### config.mk
export PLATFORM = sky130hd
export DESIGN_NAME = ltt_ctrl
export DESIGN_NICKNAME = d
export VERILOG_FILES = /design/src/rtl/core/ltt_pkg.sv /design/src/rtl/core/ltt_ctrl.sv
export SDC_FILE = /design/constraint.sdc
export NUM_CORES = 1
export LEC_CHECK = 0
export BUFFER_PORTS_ARGS = -buffer_cell sky130_fd_sc_hd__buf_2
export CORE_MARGIN = 2
export CORE_UTILIZATION = 40
export CTS_BUF_LIST = sky130_fd_sc_hd__clkbuf_4 sky130_fd_sc_hd__clkbuf_8
export DETAILED_ROUTE_END_ITERATION = 10
export GPL_TIMING_DRIVEN = 0
export PLACE_DENSITY = 0.62
export SLEW_MARGIN = 20
export SYNTH_ARGS = -nofsm -noshare
export SYNTH_HDL_FRONTEND = slang
export SYNTH_SLANG_ARGS = --single-unit
### constraint.sdc
create_clock -name clk -period 2.25 [get_ports clk]
set_clock_uncertainty 0.05 [all_clocks]
set_input_delay 0.225 -clock clk [delete_from_list [all_inputs] [get_ports clk]]
set_output_delay 0.225 -clock clk [all_outputs]
set_load 0.005 [all_outputs]
### src/rtl/core/ltt_pkg.sv
package ltt_pkg;

	localparam int W = 32;
	localparam int F = 16;

	localparam int CFG_N     = 8;
	localparam int CFG_IDX_W = 3;

	localparam int EPS_T      = ((1 << F) + 500000) / 1000000;
	localparam int DT_MIN_RAW = ((1 << F) + 5000) / 10000;
	localparam int DT_MIN     = (DT_MIN_RAW == 0) ? 1 : DT_MIN_RAW;

	localparam logic [W-2:0] WMAX31 = {(W-1){1'b1}};
	localparam logic signed [W-1:0] WMAX = {1'b0, {(W-1){1'b1}}};
	localparam logic signed [W-1:0] WMIN = {1'b1, {(W-1){1'b0}}};
	localparam logic [16:0] PROG_ONE = 17'h10000;

	localparam logic [CFG_IDX_W-1:0] REG_START_X  = 3'd0;
	localparam logic [CFG_IDX_W-1:0] REG_START_Y  = 3'd1;
	localparam logic [CFG_IDX_W-1:0] REG_START_Z  = 3'd2;
	localparam logic [CFG_IDX_W-1:0] REG_FINISH_X = 3'd3;
	localparam logic [CFG_IDX_W-1:0] REG_FINISH_Y = 3'd4;
	localparam logic [CFG_IDX_W-1:0] REG_FINISH_Z = 3'd5;
	localparam logic [CFG_IDX_W-1:0] REG_SPEED    = 3'd6;
	localparam logic [CFG_IDX_W-1:0] REG_ACCEL    = 3'd7;

	typedef enum logic [1:0] {
		FUNC_START  = 2'd0,
		FUNC_STEP   = 2'd1,
		FUNC_CANCEL = 2'd2,
		FUNC_SPARE  = 2'd3
	} func_t;

	typedef enum logic [5:0] {
		OP_NONE, OP_LATCH, OP_SQ, OP_SUM, OP_SQRT_SUM, OP_LEN, OP_ZERO,
		OP_DIV_DIR, OP_DIR, OP_DIV_TA, OP_TA, OP_M_A_TA, OP_M_P_TA, OP_DA,
		OP_DIV_CT, OP_CT, OP_MT, OP_M_A_L, OP_SQRT_VP, OP_DIV_AT, OP_AT,
		OP_STEP, OP_CANCEL, OP_SPARE, OP_S1, OP_S2, OP_S3, OP_S4, OP_S5,
		OP_P1, OP_P2, OP_DIV_PR, OP_PR, OP_EMIT
	} dp_op_t;

	typedef enum logic [5:0] {
		ST_IDLE, ST_LATCH, ST_SQ, ST_SUM, ST_SQRT_GO, ST_SQRT_WAIT, ST_CHECK,
		ST_ZERO, ST_DIR_GO, ST_DIR_WAIT, ST_TA_GO, ST_TA_WAIT, ST_DA_M1,
		ST_DA_M2, ST_DA_PUT, ST_DECIDE, ST_CT_GO, ST_CT_WAIT, ST_MT,
		ST_VP_MUL, ST_VP_GO, ST_VP_WAIT, ST_AT_GO, ST_AT_WAIT, ST_STEP,
		ST_CANCEL, ST_SPARE, ST_S1, ST_S2, ST_S3, ST_S4, ST_S5, ST_P1, ST_P2,
		ST_PR_GO, ST_PR_WAIT, ST_EMIT
	} ctrl_state_t;

	typedef struct packed {
		dp_op_t     op;
		logic [1:0] axis;
		logic       take;
	} ltt_cmd_t;

	typedef struct packed {
		logic div_busy;
		logic sqrt_busy;
		logic degen;
		logic short_move;
	} ltt_sts_t;

	// Q-format product back to word scale, saturated, for non-negative operands
	function automatic logic [W-2:0] mq_sat(input logic [2*W-1:0] p);
		logic [W-2:0] r;
		if (|p[2*W-1:W-1+F])
			r = WMAX31;
		else
			r = p[W-2+F:F];
		return r;
	endfunction

	function automatic logic signed [W-1:0] sat_w(input logic signed [W:0] v);
		logic signed [W-1:0] r;
		if (v[W] != v[W-1])
			r = v[W] ? WMIN : WMAX;
		else
			r = v[W-1:0];
		return r;
	endfunction

	function automatic logic [W-1:0] mag_w(input logic signed [W-1:0] v);
		logic [W-1:0] r;
		r = v[W-1] ? (~v + 1'b1) : v;
		return r;
	endfunction

endpackage

### src/rtl/core/ltt_ctrl.sv
module ltt_ctrl (
	input  logic               clk,
	input  logic               arst_n,
	input  logic               in_valid,
	output logic               in_stall,
	input  logic [1:0]         func,
	output logic               out_valid,
	input  logic               out_stall,
	input  ltt_pkg::ltt_sts_t  sts,
	output ltt_pkg::ltt_cmd_t  cmd
);
	import ltt_pkg::*;

	ctrl_state_t state_q, state_d;
	logic [1:0]  axis_q, axis_d;
	logic        out_valid_q;
	logic        can_emit;

	assign can_emit = !out_valid_q || !out_stall;

	always_comb begin
		state_d = state_q;
		axis_d  = axis_q;
		unique case (state_q)
			ST_IDLE: if (in_valid) begin
				unique case (func_t'(func))
					FUNC_START:  state_d = ST_LATCH;
					FUNC_STEP:   state_d = ST_STEP;
					FUNC_CANCEL: state_d = ST_CANCEL;
					FUNC_SPARE:  state_d = ST_SPARE;
				endcase
			end
			ST_LATCH: begin
				axis_d  = '0;
				state_d = ST_SQ;
			end
			ST_SQ: state_d = ST_SUM;
			ST_SUM: begin
				if (axis_q == 2'd2) begin
					axis_d  = '0;
					state_d = ST_SQRT_GO;
				end else begin
					axis_d  = axis_q + 1'b1;
					state_d = ST_SQ;
				end
			end
			ST_SQRT_GO:   state_d = ST_SQRT_WAIT;
			ST_SQRT_WAIT: if (!sts.sqrt_busy) state_d = ST_CHECK;
			ST_CHECK: begin
				axis_d  = '0;
				state_d = sts.degen ? ST_ZERO : ST_DIR_GO;
			end
			ST_ZERO:   state_d = ST_S1;
			ST_DIR_GO: state_d = ST_DIR_WAIT;
			ST_DIR_WAIT: if (!sts.div_busy) begin
				if (axis_q == 2'd2) begin
					axis_d  = '0;
					state_d = ST_TA_GO;
				end else begin
					axis_d  = axis_q + 1'b1;
					state_d = ST_DIR_GO;
				end
			end
			ST_TA_GO:   state_d = ST_TA_WAIT;
			ST_TA_WAIT: if (!sts.div_busy) state_d = ST_DA_M1;
			ST_DA_M1:   state_d = ST_DA_M2;
			ST_DA_M2:   state_d = ST_DA_PUT;
			ST_DA_PUT:  state_d = ST_DECIDE;
			ST_DECIDE:  state_d = sts.short_move ? ST_VP_MUL : ST_CT_GO;
			ST_CT_GO:   state_d = ST_CT_WAIT;
			ST_CT_WAIT: if (!sts.div_busy) state_d = ST_MT;
			ST_MT:      state_d = ST_S1;
			ST_VP_MUL:  state_d = ST_VP_GO;
			ST_VP_GO:   state_d = ST_VP_WAIT;
			ST_VP_WAIT: if (!sts.sqrt_busy) state_d = ST_AT_GO;
			ST_AT_GO:   state_d = ST_AT_WAIT;
			ST_AT_WAIT: if (!sts.div_busy) state_d = ST_MT;
			ST_STEP, ST_CANCEL, ST_SPARE: state_d = ST_S1;
			ST_S1: state_d = ST_S2;
			ST_S2: state_d = ST_S3;
			ST_S3: state_d = ST_S4;
			ST_S4: state_d = ST_S5;
			ST_S5: begin
				axis_d  = '0;
				state_d = ST_P1;
			end
			ST_P1: state_d = ST_P2;
			ST_P2: begin
				if (axis_q == 2'd2) begin
					axis_d  = '0;
					state_d = ST_PR_GO;
				end else begin
					axis_d  = axis_q + 1'b1;
					state_d = ST_P1;
				end
			end
			ST_PR_GO:   state_d = ST_PR_WAIT;
			ST_PR_WAIT: if (!sts.div_busy) state_d = ST_EMIT;
			ST_EMIT:    if (can_emit) state_d = ST_IDLE;
			default:    state_d = ST_IDLE;
		endcase
	end

	always_comb begin
		cmd.axis = axis_q;
		cmd.take = (state_q == ST_IDLE) && in_valid;
		unique case (state_q)
			ST_LATCH:     cmd.op = OP_LATCH;
			ST_SQ:        cmd.op = OP_SQ;
			ST_SUM:       cmd.op = OP_SUM;
			ST_SQRT_GO:   cmd.op = OP_SQRT_SUM;
			ST_SQRT_WAIT: cmd.op = sts.sqrt_busy ? OP_NONE : OP_LEN;
			ST_ZERO:      cmd.op = OP_ZERO;
			ST_DIR_GO:    cmd.op = OP_DIV_DIR;
			ST_DIR_WAIT:  cmd.op = sts.div_busy ? OP_NONE : OP_DIR;
			ST_TA_GO:     cmd.op = OP_DIV_TA;
			ST_TA_WAIT:   cmd.op = sts.div_busy ? OP_NONE : OP_TA;
			ST_DA_M1:     cmd.op = OP_M_A_TA;
			ST_DA_M2:     cmd.op = OP_M_P_TA;
			ST_DA_PUT:    cmd.op = OP_DA;
			ST_CT_GO:     cmd.op = OP_DIV_CT;
			ST_CT_WAIT:   cmd.op = sts.div_busy ? OP_NONE : OP_CT;
			ST_MT:        cmd.op = OP_MT;
			ST_VP_MUL:    cmd.op = OP_M_A_L;
			ST_VP_GO:     cmd.op = OP_SQRT_VP;
			ST_AT_GO:     cmd.op = OP_DIV_AT;
			ST_AT_WAIT:   cmd.op = sts.div_busy ? OP_NONE : OP_AT;
			ST_STEP:      cmd.op = OP_STEP;
			ST_CANCEL:    cmd.op = OP_CANCEL;
			ST_SPARE:     cmd.op = OP_SPARE;
			ST_S1:        cmd.op = OP_S1;
			ST_S2:        cmd.op = OP_S2;
			ST_S3:        cmd.op = OP_S3;
			ST_S4:        cmd.op = OP_S4;
			ST_S5:        cmd.op = OP_S5;
			ST_P1:        cmd.op = OP_P1;
			ST_P2:        cmd.op = OP_P2;
			ST_PR_GO:     cmd.op = OP_DIV_PR;
			ST_PR_WAIT:   cmd.op = sts.div_busy ? OP_NONE : OP_PR;
			ST_EMIT:      cmd.op = can_emit ? OP_EMIT : OP_NONE;
			default:      cmd.op = OP_NONE;
		endcase
	end

	always_ff @(posedge clk or negedge arst_n) begin
		if (!arst_n) begin
			state_q     <= ST_IDLE;
			axis_q      <= '0;
			out_valid_q <= 1'b0;
		end else begin
			state_q <= state_d;
			axis_q  <= axis_d;
			if (state_q == ST_EMIT && can_emit)
				out_valid_q <= 1'b1;
			else if (!out_stall)
				out_valid_q <= 1'b0;
		end
	end

	assign in_stall  = (state_q != ST_IDLE);
	assign out_valid = out_valid_q;

endmodule
==> impl_metrics.tcl <==
set metrics [dict create \
    violations "negative setup slack" \
    placement.cell_area_mm2 0.00154 \
    use_met1_pct 35.5 \
    end_kind "output port" \
    crit_fanout 10 \
    power_frac_clock_pct 4.7 \
    syn-cell-area_mm2 0.00139 \
    cts_max_level 1 \
    ios 21 \
    syn_nets 203 \
    p_leak_uw 0.000751 \
    p_comb_share_pct 85.4 \
    ys_seq_area_share_pct 16.3 \
    synth.most_common_cell "nand2_1" \
    grt_max_degree 11 \
    ys_ff_latch 9 \
    diodes 0 \
    drcViolationCount 0 \
    rsz0062_at_grt "true" \
    whs_ps 170 \
    gr-usage-met3_pct 4.68 \
    core_area_mm2 0.00334 \
    hp-class "in2reg" \
    dr.pass1.iters 5 \
    layout_setup_ws_ps -104 \
    row_count 21 \
    rrSetupSlack_ps 10 \
    slew_headroom_pct 70.7 \
    crit_arrival_ps 2080 \
    drtIter0Drc 135 \
    ys_types 56 \
    min_period_ps 2350 \
    yosys-mux-area-fraction_pct 3.88 \
    start_util_pct 41.5 \
    synth-simple-area-share_pct 35.9 \
    wirelength_um 5280 \
    root_buffer "clkbuf_4" \
    synth_top_family_by_area "simple AND/OR/NAND/NOR gates" \
    clock_latency_ps 260 \
    layout.nets 242 \
    hold-path-cell-count 3 \
    ys_warn_count 0 \
    ir_drop_uv 604 \
    rr_worst_depth 8 \
    period_share_pct 105 \
    cts_tree "done" \
    fmax_mhz 425 \
    fill_cells 344 \
    r2r_end "state_q[2]$_DFFE_PN0P_" \
    via_per_inst 6.62 \
    power_frac_seq_pct 9.9 \
    grt_pass1_vias 1715 \
    stdcell_area_mm2 0.00185 \
    powerDensity_mw_per_mm2 1600 \
    internal_power_uw 1470 \
    clk_path_buf_depth 2 \
    status "complete, but fails checks" \
    startpoint_type "register" \
    antenna_left 0 \
    port-buffer-count 20 \
    die_h_um 62.8 \
    slew_violations 0 \
    ys_top_cells_by_count "18 x nand2_1, 14 x nor2_1, 14 x o21ai_0" \
    synth.area.top_cells "dfrtp_1 16%, o21ai_0 5.1%, nand2_1 4.9%, nand2b_1 4.5%, buf_2 4.0%" \
    die_area_mm2 0.00395 \
    synth_top_area_cell "dfrtp_1" \
    cts_sinks 9 \
    synth-edff-count 0 \
    syn_inst 193 \
    busiest_layer "met2" \
    synthArstFlopShare_pct 100 \
    layout-drive-gt1-share_pct 34.6 \
    cap_violations 0 \
    setup_viol 1 \
    grt_pass1_wl_um 8490 \
    p_sw_uw 1500 \
    vias 1833 \
    place_congestion 0.968 \
    wl_per_cell_um 19.1 \
    r2r-start "state_q[3]$_DFFE_PN0P_" \
    dp_hpwl_um 3590 \
    tightest_slew_ps 428 \
    hp-start "out_stall" \
    fin_tns_setup_ps -104 \
    syn_avg_cell_area_um2 7.18 \
    ys.flop_type "dfrtp_1" \
    met2_usage_pct 41.3 \
    utilization_pct 55.5 \
    synth_fa_ha_area_share_pct 0.723 \
    grt-ovfl-total 0 \
    numCtsBuffers 3 \
    synth-xor-area-share_pct 1.90 \
    netlist.area_leader.share_pct 16.3 \
    cts.clk_slew.worst_paths_ps 60 \
    synthToLayoutAreaGrowth_pct 33.6 \
    whs_endpoint "out_valid$_DFFE_PN0P_" \
    die_w_um 62.8 \
    worstSetupPathType "reg2out" \
    synth_compound_area_share_pct 32.8 \
    grt_antenna_before_repair 0 \
    critPathRequiredTime_ps 1980 \
    final_hold_viol_count 0 \
    grt_use_total_pct 26.9 \
    p_sw_share_pct 50.5 \
]
[kinds of logic (layout without fill, tap and decap cells)]
logic type / Yosys count / after routing
compound gates: 63 / 63
xor+xnor: 3 / 3
fa+ha+maj: 1 / 1
buf+inv: 26 / 64
flops: 9 / 9
mux: 5 / 5
simple gates: 86 / 86
[power by group through the flow]
stage | Sequential (µW) | Combinational (µW) | Clock, µW
3_5_place_dp | 315 | 1940 | 0
6_report | 293 | 2530 | 141
2_1_floorplan | 290 | 1420 | 0
3_3_place_gp | 316 | 1960 | 0
5_1_grt | 300 | 2700 | 148
4_1_cts | 287 | 2310 | 140
[stage by stage]
stage | cells | setup WS (ps) | power (µW)
after detailed placement | 259 | -239 | 2260
after global routing | 277 | -133 | 3150
after global placement | 259 | -206 | 2280
after CTS | 274 | -68.1 | 2740
after floorplan | 193 | 264 | 1710
final | 277 | -104 | 2960
[layout by cell type, fill, tap and decap left out, drive strengths merged, types with 2 or more instances in the layout]
cell and instances:
buf 46, nand2 18, o21ai 14, nor2 14
clkbuf 11, nand2b 10, dfrtp 9, a21oi 8
nor2b 8, inv 6, a32oi 5, nand3 5
a31oi 4, nor3 4, nor4bb 4, o31ai 3
a211oi 3, or3 3, mux2 3, xnor2 3
a22oi 3, nor4 3, a221oi 3, o22ai 2
nand3b 2, a2bb2oi 2, o32a 2, o41ai 2
mux2i 2, o211ai 2, nor4b 2, and2 2
or2 2
[cell type report]
cell class	instances	area, µm²	share of cell area (%)
multi-input combinational	158	1130	60.9
buffer	20	179	9.67
sequential	9	226	12.2
clock buffer	4	30.0	1.62
inverter	6	22.5	1.22
timing repair buffer	34	208	11.2
tap	46	57.6	3.11
[state kept, by name, indices dropped and copies added, names as in the netlist]
name / cells
out_valid: 1
axis_q: 2
state_q: 6
[layer usage]
metal | vias up | wire, µm
met2 | 141 | 2470
li1 | 812 | -
met4 | 0 | 198
met3 | 30 | 559
met1 | 850 | 2050
met5 | - | 0
[worst max path at each step]
stage                                start                endpoint  slack, ps  depth (start not counted)
CTS                 state_q[3]$_DFFE_PN0P_                  cmd[5]        -70                          8
detailed placement  state_q[3]$_DFFE_PN0P_                  cmd[6]       -240                          8
floorplan           state_q[3]$_DFFE_PN0P_  state_q[0]$_DFFE_PN0P_        260                          7
finish              state_q[1]$_DFFE_PN0P_                  cmd[5]       -100                          7
global route        state_q[3]$_DFFE_PN0P_                  cmd[5]       -130                          8
global placement    state_q[5]$_DFFE_PN0P_                  cmd[5]       -210                          6
[critical path, cell delays in order (launching register included)]
cell and delay, ps:
dfrtp_1 400, buf_6 160, buf_6 140, clkbuf_8 160, a32oi_1 180, o22ai_1 100, or4b_1 520, buf_2 150
[repair_timing]
item,in CTS,in global routing
hold buffers,1,0
hold endpoints to repair,9,0
gates resized for setup,35,20
setup buffers,10,3
pin swaps,5,1
setup endpoints to repair,10,9
Note: power is estimated with default switching activity, not from simulation.
